[src/design/krt_pkg.sv]
package krt_pkg;

  localparam int KEY_W = 31;
  localparam int VAL_W = 16;

  typedef enum logic [2:0] {
    CMD_INSERT = 3'd0,
    CMD_LOOKUP = 3'd1,
    CMD_UPDATE = 3'd2,
    CMD_DELETE = 3'd3,
    CMD_LIST   = 3'd4
  } cmd_t;

  typedef enum logic [2:0] {
    ST_OK        = 3'd0,
    ST_INVALID   = 3'd1,
    ST_DUPLICATE = 3'd2,
    ST_FULL      = 3'd3,
    ST_NOT_FOUND = 3'd4,
    ST_EMPTY     = 3'd5
  } status_t;

  typedef enum logic [1:0] {
    S_IDLE,
    S_SCAN,
    S_FLUSH
  } state_t;

  typedef struct packed {
    logic [KEY_W-1:0] key;
    logic [VAL_W-1:0] first;
    logic [VAL_W-1:0] second;
  } rec_t;

  // write request into the slot store
  typedef struct packed {
    logic en;
    logic clr;   // free the slot instead of writing it
    rec_t rec;
  } wr_req_t;

  // registered read response from the slot store
  typedef struct packed {
    logic vld;
    logic occ;
    rec_t rec;
  } rd_rsp_t;

  typedef struct packed {
    logic    strobe;
    status_t status;
    rec_t    rec;
    logic    last;
  } res_t;

endpackage

[src/design/keyed_record_table_unit.sv]
// A command whose key is rejected up front gives its result in the cycle after start.
// Other valid commands scan all CAPACITY slots through one read port, one slot per cycle;
// lookup, update, delete and duplicate inserts stop at the first match. Busy stays high
// until the final result of the command comes out.
// List results come out at most one per cycle; the receiver cannot stall them.
// Reset (rst, synchronous) frees every slot at once and returns the sequencer to idle.
module keyed_record_table_unit
  import krt_pkg::*;
#(
  parameter int CAPACITY = 16
) (
  input  logic             clk,
  input  logic             rst,
  input  logic             start,
  input  logic [2:0]       command,
  input  logic [KEY_W-1:0] key,
  input  logic [VAL_W-1:0] value_first,
  input  logic [VAL_W-1:0] value_second,
  output logic             busy,
  output logic             strobe,
  output logic [2:0]       status,
  output logic [KEY_W-1:0] found_key,
  output logic [VAL_W-1:0] found_first,
  output logic [VAL_W-1:0] found_second,
  output logic             last
);

  localparam int IW = (CAPACITY > 1) ? $clog2(CAPACITY) : 1;

  logic          rd_en;
  logic [IW-1:0] rd_idx;
  rd_rsp_t       rsp;
  logic [IW-1:0] rsp_idx;
  wr_req_t       wr;
  logic [IW-1:0] wr_idx;
  res_t          res;

  krt_ctrl #(
    .CAPACITY(CAPACITY),
    .IW      (IW)
  ) u_ctrl (
    .clk         (clk),
    .rst         (rst),
    .start       (start),
    .command     (command),
    .key         (key),
    .value_first (value_first),
    .value_second(value_second),
    .busy        (busy),
    .rd_en       (rd_en),
    .rd_idx      (rd_idx),
    .rsp         (rsp),
    .rsp_idx     (rsp_idx),
    .wr          (wr),
    .wr_idx      (wr_idx),
    .res         (res)
  );

  krt_store #(
    .CAPACITY(CAPACITY),
    .IW      (IW)
  ) u_store (
    .clk    (clk),
    .rst    (rst),
    .rd_en  (rd_en),
    .rd_idx (rd_idx),
    .rsp    (rsp),
    .rsp_idx(rsp_idx),
    .wr     (wr),
    .wr_idx (wr_idx)
  );

  assign strobe       = res.strobe;
  assign status       = res.status;
  assign found_key    = res.rec.key;
  assign found_first  = res.rec.first;
  assign found_second = res.rec.second;
  assign last         = res.last;

endmodule

[src/design/krt_store.sv]
module krt_store
  import krt_pkg::*;
#(
  parameter int CAPACITY = 16,
  parameter int IW = 4
) (
  input  logic          clk,
  input  logic          rst,
  input  logic          rd_en,
  input  logic [IW-1:0] rd_idx,
  output rd_rsp_t       rsp,
  output logic [IW-1:0] rsp_idx,
  input  wr_req_t       wr,
  input  logic [IW-1:0] wr_idx
);

  rec_t              mem [CAPACITY];
  logic [CAPACITY-1:0] occ;

  // occupancy bits stand for "key nonzero"; a free slot reads as all zero
  always_ff @(posedge clk) begin
    if (rst) begin
      occ <= '0;
    end else if (wr.en) begin
      occ[wr_idx] <= !wr.clr;
    end
  end

  always_ff @(posedge clk) begin
    if (wr.en && !wr.clr) begin
      mem[wr_idx] <= wr.rec;
    end
  end

  logic occ_q;
  rec_t rec_q;
  logic vld_q;

  always_ff @(posedge clk) begin
    rec_q   <= mem[rd_idx];
    occ_q   <= occ[rd_idx];
    rsp_idx <= rd_idx;
  end

  always_ff @(posedge clk) begin
    if (rst) begin
      vld_q <= 1'b0;
    end else begin
      vld_q <= rd_en;
    end
  end

  assign rsp.vld = vld_q;
  assign rsp.occ = occ_q;
  assign rsp.rec = occ_q ? rec_q : '0;

endmodule

[src/design/krt_ctrl.sv]
module krt_ctrl
  import krt_pkg::*;
#(
  parameter int CAPACITY = 16,
  parameter int IW = 4
) (
  input  logic             clk,
  input  logic             rst,
  input  logic             start,
  input  logic [2:0]       command,
  input  logic [KEY_W-1:0] key,
  input  logic [VAL_W-1:0] value_first,
  input  logic [VAL_W-1:0] value_second,
  output logic             busy,
  output logic             rd_en,
  output logic [IW-1:0]    rd_idx,
  input  rd_rsp_t          rsp,
  input  logic [IW-1:0]    rsp_idx,
  output wr_req_t          wr,
  output logic [IW-1:0]    wr_idx,
  output res_t             res
);

  localparam logic [IW-1:0] LAST_IDX = IW'(CAPACITY - 1);

  state_t           state, state_next;
  cmd_t             cmd, cmd_next;
  logic [KEY_W-1:0] key_q, key_q_next;
  logic [VAL_W-1:0] va, va_next, vb, vb_next;
  logic [IW-1:0]    idx, idx_next;
  logic             issued_all, issued_all_next;
  logic             free_found, free_found_next;
  logic [IW-1:0]    free_idx, free_idx_next;
  logic             pend, pend_next;
  rec_t             pend_rec, pend_rec_next;
  res_t             res_next;
  logic             hit, last_rsp;

  always_ff @(posedge clk) begin
    if (rst) begin
      state      <= S_IDLE;
      issued_all <= 1'b0;
      free_found <= 1'b0;
      pend       <= 1'b0;
      res        <= '0;
    end else begin
      state      <= state_next;
      issued_all <= issued_all_next;
      free_found <= free_found_next;
      pend       <= pend_next;
      res        <= res_next;
    end
  end

  always_ff @(posedge clk) begin
    cmd      <= cmd_next;
    key_q    <= key_q_next;
    va       <= va_next;
    vb       <= vb_next;
    idx      <= idx_next;
    free_idx <= free_idx_next;
    pend_rec <= pend_rec_next;
  end

  assign busy     = (state != S_IDLE);
  assign rd_idx   = idx;
  assign hit      = rsp.occ && (rsp.rec.key == key_q);
  assign last_rsp = (rsp_idx == LAST_IDX);

  always_comb begin
    state_next      = state;
    cmd_next        = cmd;
    key_q_next      = key_q;
    va_next         = va;
    vb_next         = vb;
    idx_next        = idx;
    issued_all_next = issued_all;
    free_found_next = free_found;
    free_idx_next   = free_idx;
    pend_next       = pend;
    pend_rec_next   = pend_rec;
    rd_en           = 1'b0;
    wr              = '0;
    wr_idx          = rsp_idx;
    res_next        = '0;
    res_next.status = ST_OK;

    case (state)
      S_IDLE: begin
        if (start) begin
          cmd_next        = cmd_t'(command);
          key_q_next      = key;
          va_next         = value_first;
          vb_next         = value_second;
          idx_next        = '0;
          issued_all_next = 1'b0;
          free_found_next = 1'b0;
          pend_next       = 1'b0;
          if (command == CMD_INSERT && key == '0) begin
            res_next.strobe = 1'b1;
            res_next.status = ST_INVALID;
            res_next.last   = 1'b1;
          end else if (command inside {CMD_LOOKUP, CMD_UPDATE, CMD_DELETE} && key == '0) begin
            res_next.strobe = 1'b1;
            res_next.status = ST_NOT_FOUND;
            res_next.last   = 1'b1;
          end else if (command inside {CMD_INSERT, CMD_LOOKUP, CMD_UPDATE, CMD_DELETE,
                                       CMD_LIST}) begin
            state_next = S_SCAN;
          end
          // unused codes: dropped without a result
        end
      end

      S_SCAN: begin
        if (!issued_all) begin
          rd_en = 1'b1;
          if (idx == LAST_IDX) begin
            issued_all_next = 1'b1;
          end else begin
            idx_next = idx + IW'(1);
          end
        end

        if (rsp.vld) begin
          case (cmd)
            CMD_INSERT: begin
              if (hit) begin
                res_next.strobe = 1'b1;
                res_next.status = ST_DUPLICATE;
                res_next.last   = 1'b1;
                state_next      = S_IDLE;
              end else begin
                if (!rsp.occ && !free_found) begin
                  free_found_next = 1'b1;
                  free_idx_next   = rsp_idx;
                end
                if (last_rsp) begin
                  res_next.strobe = 1'b1;
                  res_next.last   = 1'b1;
                  if (free_found || !rsp.occ) begin
                    wr.en           = 1'b1;
                    wr.rec          = '{key: key_q, first: va, second: vb};
                    wr_idx          = free_found ? free_idx : rsp_idx;
                    res_next.status = ST_OK;
                    res_next.rec    = '{key: key_q, first: va, second: vb};
                  end else begin
                    res_next.status = ST_FULL;
                  end
                  state_next = S_IDLE;
                end
              end
            end

            CMD_LOOKUP, CMD_UPDATE, CMD_DELETE: begin
              if (hit) begin
                res_next.strobe = 1'b1;
                res_next.status = ST_OK;
                res_next.last   = 1'b1;
                res_next.rec    = rsp.rec;
                if (cmd == CMD_UPDATE) begin
                  wr.en               = 1'b1;
                  wr.rec              = '{key: key_q, first: va, second: vb};
                  res_next.rec.first  = va;
                  res_next.rec.second = vb;
                end else if (cmd == CMD_DELETE) begin
                  wr.en  = 1'b1;
                  wr.clr = 1'b1;
                end
                state_next = S_IDLE;
              end else if (last_rsp) begin
                res_next.strobe = 1'b1;
                res_next.status = ST_NOT_FOUND;
                res_next.last   = 1'b1;
                state_next      = S_IDLE;
              end
            end

            CMD_LIST: begin
              // hold one record back so the final one can carry last
              if (rsp.occ) begin
                if (pend) begin
                  res_next.strobe = 1'b1;
                  res_next.status = ST_OK;
                  res_next.rec    = pend_rec;
                end
                pend_next     = 1'b1;
                pend_rec_next = rsp.rec;
              end
              if (last_rsp) begin
                state_next = S_FLUSH;
              end
            end

            default: begin
              state_next = S_IDLE;
            end
          endcase
        end
      end

      S_FLUSH: begin
        res_next.strobe = 1'b1;
        res_next.last   = 1'b1;
        if (pend) begin
          res_next.status = ST_OK;
          res_next.rec    = pend_rec;
        end else begin
          res_next.status = ST_EMPTY;
        end
        pend_next  = 1'b0;
        state_next = S_IDLE;
      end

      default: begin
        state_next = S_IDLE;
      end
    endcase
  end

endmodule

[config.mk]
export PLATFORM = sky130hd
export DESIGN_NAME = keyed_record_table_unit
export DESIGN_NICKNAME = d
export VERILOG_FILES = /design/src/design/krt_pkg.sv /design/src/design/keyed_record_table_unit.sv /design/src/design/krt_store.sv /design/src/design/krt_ctrl.sv
export SDC_FILE = /design/constraint.sdc
export NUM_CORES = 2
export LEC_CHECK = 0
export BUFFER_PORTS_ARGS = -buffer_cell sky130_fd_sc_hd__buf_4
export CAP_MARGIN = 0
export CORE_MARGIN = 2
export CORE_UTILIZATION = 45
export CTS_CLUSTER_SIZE = 10
export DETAILED_ROUTE_END_ITERATION = 10
export PLACE_DENSITY_LB_ADDON = 0.1
export SKIP_CTS_REPAIR_TIMING = 1
export SLEW_MARGIN = 20
export SYNTH_ARGS = -nofsm -noshare
export SYNTH_HDL_FRONTEND = slang
export SYNTH_SLANG_ARGS = --single-unit
[constraint.sdc]
create_clock -name clk -period 9.1 [get_ports clk]
set_input_delay 0.455 -clock clk [delete_from_list [all_inputs] [get_ports clk]]
set_output_delay 0.455 -clock clk [all_outputs]
set_load 0.005 [all_outputs]
==> results by group <==
Outcome
  – Status: finished, final reports clean

Place
  – Post-Place Cell Area: 52,400 um2
  – Post-DP HPWL: 67,400 um
  – Dpl cells: about 3,900
  – RD Place Congestion: 0.872
  – Pre-CTS setup slack: about 3.4 ns
  – Port Buffers: around 140

Route
  – Routed vias/inst: approximately 5.9
  – Residual DRC: 0
  – Final wirelength: 126,000 um
  – DR iter-0 viols: around 2,600
  – Routed Antenna Nets: 0
  – Via count: 25,000
  – WL/cell: about 30 um
  – DRT Pass-1 Iters: 7

Power and ir drop
  – Leakage: about 16 nW
  – Sw frac: about a quarter
  – Switch Pwr: about 3.3 mW
  – Flop pwr share: just under 50%
  – Comb power frac: around 11%
  – VDD IR max: 0.187 mV
  – Pint: between 10 and 15 mW
  – Total chip power: 13.5 mW
  – Part of the power in the clock network: roughly two fifths
  – Power per cell area: around 240 nW/um2

Synthesis
  – Synth Instances: ~2,400
  – Unique masters post-synth: 71
  – Synth warn: 0
  – Synth Cell Area: 49,400 um2
  – Post-Syn Nets: 2,510
  – Synth top area cells: edfxtp_1 (70%), mux4_2 (15%), dfxtp_1 (6.4%)
  – Yosys top cell area share: 69.6%
  – Average size of a mapped cell: 20.3 um2
  – Synth area leader: edfxtp_1
  – Ys flop type: edfxtp_1
  – Number of synthesized register bits: approximately 1,300
  – EDFF count, synth: approximately 1,100
  – Post-synth ARST share: 0%
  – Register area share after synthesis: between 70% and 80%

Setup path
  – Crit path max fanout: 47
  – Crit path buf inv count: 2
  – Worst Setup Path Type: register to register
  – Slowest-stage cell, CP: nor3_4
  – Reg2reg setup slack: roughly 3.4 ns
  – CP peak stage delay: around 0.77 ns
  – R2r worst-path depth: 10
  – R2R Path Start: u_store.occ_q
  – Reg-to-reg endpoint: u_store.mem[12][21]
  – Crit path required time: about 9.6 ns
  – Crit path cell chain: buf_4, nand2_1, a2111oi_2, o2111ai_1, nor4_4, and2_1, a22oi_4, nor3_4, buf_4, and2_1
  – CP endpoint kind: register
  – Crit start category: register
  – Largest delay contributor family on the critical path: simple AND/OR/NAND/NOR gates
  – Crit path arrival time: between 6 and 7 ns

CTS
  – Clock Path Buffers: 3
  – H-tree Lvls: 4
  – CTS Buf Count: 150
  – Clock sinks: between 1,000 and 1,500
  – CTS tree: yes
  – Clock Latency Late Sink: about 0.75 ns
  – Root Driver: clkbuf_16
  – Clock transition at path regs: about 0.06 ns

Floorplanning
  – Die W: about 340 um
  – Core area: roughly 110,000 um2
  – # IOs: 138
  – Full die area: 112,000 um2
  – Die H: 335 um
  – Initial Utilization: between 40% and 50%
  – Core Rows: roughly 120

STA
  – Slew @ Worst Pin: about 1.1 ns
  – Slew Viols, Final: 0
  – # setup viols final: 0
  – Final worst setup slack: 3.37 ns
  – Period utilization: around 63%
  – Skew final: between 0.02 and 0.03 ns
  – Unrepaired setup endpoints after global routing: false
  – Slew headroom: 25.2%
  – Tmin final: between 5 and 6 ns
  – Setup TNS: 0 ns
  – Hold_ws: about 0.12 ns
  – Final hold violation count: 0
  – Maximum clock rate: between 150 and 200 MHz

Global routing
  – First-pass GRT wire length: 181,000 um
  – Largest net degree at the start of global routing: between 150 and 200
  – Initial antenna violation count: 10
  – Gr ovfl total: 0
  – Global-route usage over all layers: between 20% and 30%
  – Vias in the first global route: 25,700

Job
  – Max_cap viols: 0

Finish
  – Commonest non-fill, non-tap cell in the layout: edfxtp_1
  – Final Net Count: roughly 2,800
  – Area delta synth->final: 16.5%
  – Final cell count without fillers: between 4,000 and 5,000
  – Layout cells sized above 1: 25.6%
  – Finished Core Util: a little over half
  – Commonest non-fill, non-tap cells in the layout: edfxtp_1 (1,145), mux4_2 (320), buf_4 (180)
  – Ant diodes: 0
  – Final Instance Area: approximately 58,000 um2
  – Filler cell count: 8,475

Min path
  – Hold Path End: u_ctrl.state[0]
  – HP Start: rst
  – Hold Path Class: input pin to register
  – Hold Crit Depth: 2
layer usage:
layer | vias up | wire length, um | GRT usage (%)
met5 | - | 24 | 0
met2 | 863 | 61900 | 36.5
met1 | 13400 | 54500 | 31.9
li1 | 10500 | - | -
met3 | 181 | 6460 | 3.49
met4 | 4 | 3090 | 6.64
area by class of cell:
cell class / instances / area [um2] / area share, %
Sequential cell: 1303 / 37500 / 65.3
Multi-Input combinational cell: 965 / 11400 / 19.8
Clock buffer: 257 / 4270 / 7.43
Timing Repair Buffer: 255 / 2200 / 3.82
Tap cell: 1414 / 1770 / 3.08
Inverter: 46 / 181 / 0.315
Clock inverter: 12 / 153 / 0.265
registers in the layout, summed over array words and instances, names as in the netlist:
| signal | count |
|---|---|
| u_store.rsp_idx | 4 |
| u_ctrl.rd_idx | 4 |
| u_ctrl.key_q | 31 |
| u_ctrl.free_idx | 4 |
| u_ctrl.state | 2 |
| u_store.vld_q | 1 |
| u_store.occ_q | 1 |
| u_ctrl.pend_rec | 63 |
| u_store.mem | 1008 |
| u_ctrl.cmd | 3 |
| u_ctrl.pend | 1 |
| u_store.rec_q | 63 |
| u_store.occ | 16 |
| u_ctrl.free_found | 1 |
| u_ctrl.va | 16 |
| u_ctrl.issued_all | 1 |
| u_ctrl.vb | 16 |
| u_ctrl.res | 68 |
cells in the mapped netlist, types with 7 or more instances:
master and number:
dfxtp_1 158, buf_2 12, nand3_1 18, a21o_1 20
xor2_1 9, and2_1 104, clkbuf_1 77, a311oi_1 8
a21oi_1 15, nor2_1 57, inv_1 45, o21a_1 7
nor2b_1 15, mux4_2 320, nand4_1 10, nor4_1 17
edfxtp_1 1145, a22oi_1 31, a211oi_1 21, a31oi_1 13
buf_1 28, nand2_1 119, a221o_1 16, o21ai_0 20
nand2b_1 19, nor3_1 28
worst reg2reg max path: stages, from the launching register on:
cell,delay (ns)
dfxtp_4,0.62
buf_4,0.67
nand2_1,0.23
a2111oi_2,0.40
o2111ai_1,0.22
nor4_4,0.67
and2_1,0.34
a22oi_4,0.18
nor3_4,0.77
buf_4,0.75
and2_1,0.59
worst max-delay path by stage:
stage               depth (start not counted)       startpoint                   to
finish                                     10    u_store.occ_q  u_store.mem[12][21]
global route                               10    u_store.occ_q  u_store.mem[13][21]
detailed placement                         10    u_store.occ_q  u_store.mem[11][21]
CTS                                        10    u_store.occ_q  u_store.mem[12][21]
global placement                           10    u_store.occ_q  u_store.mem[11][21]
floorplan                                  10  u_ctrl.state[1]   u_store.mem[10][0]
cell families after synthesis:
family	synth area share, %
fa+ha+maj	0.127
simple gates	4.49
buf+inv	1.32
xor+xnor	0.266
compound gates	3.03
mux	14.7
flops	76.0
power groups by stage:
stage	clock (mW)	combinational (mW)	sequential, mW
6_report	5.46	1.48	6.60
5_1_grt	5.81	1.59	6.60
4_1_cts	5.57	1.49	6.60
3_5_place_dp	0	1.49	6.72
3_3_place_gp	0	1.48	6.72
2_1_floorplan	0	1.07	6.66
Note: power is estimated with default switching activity, not from simulation.
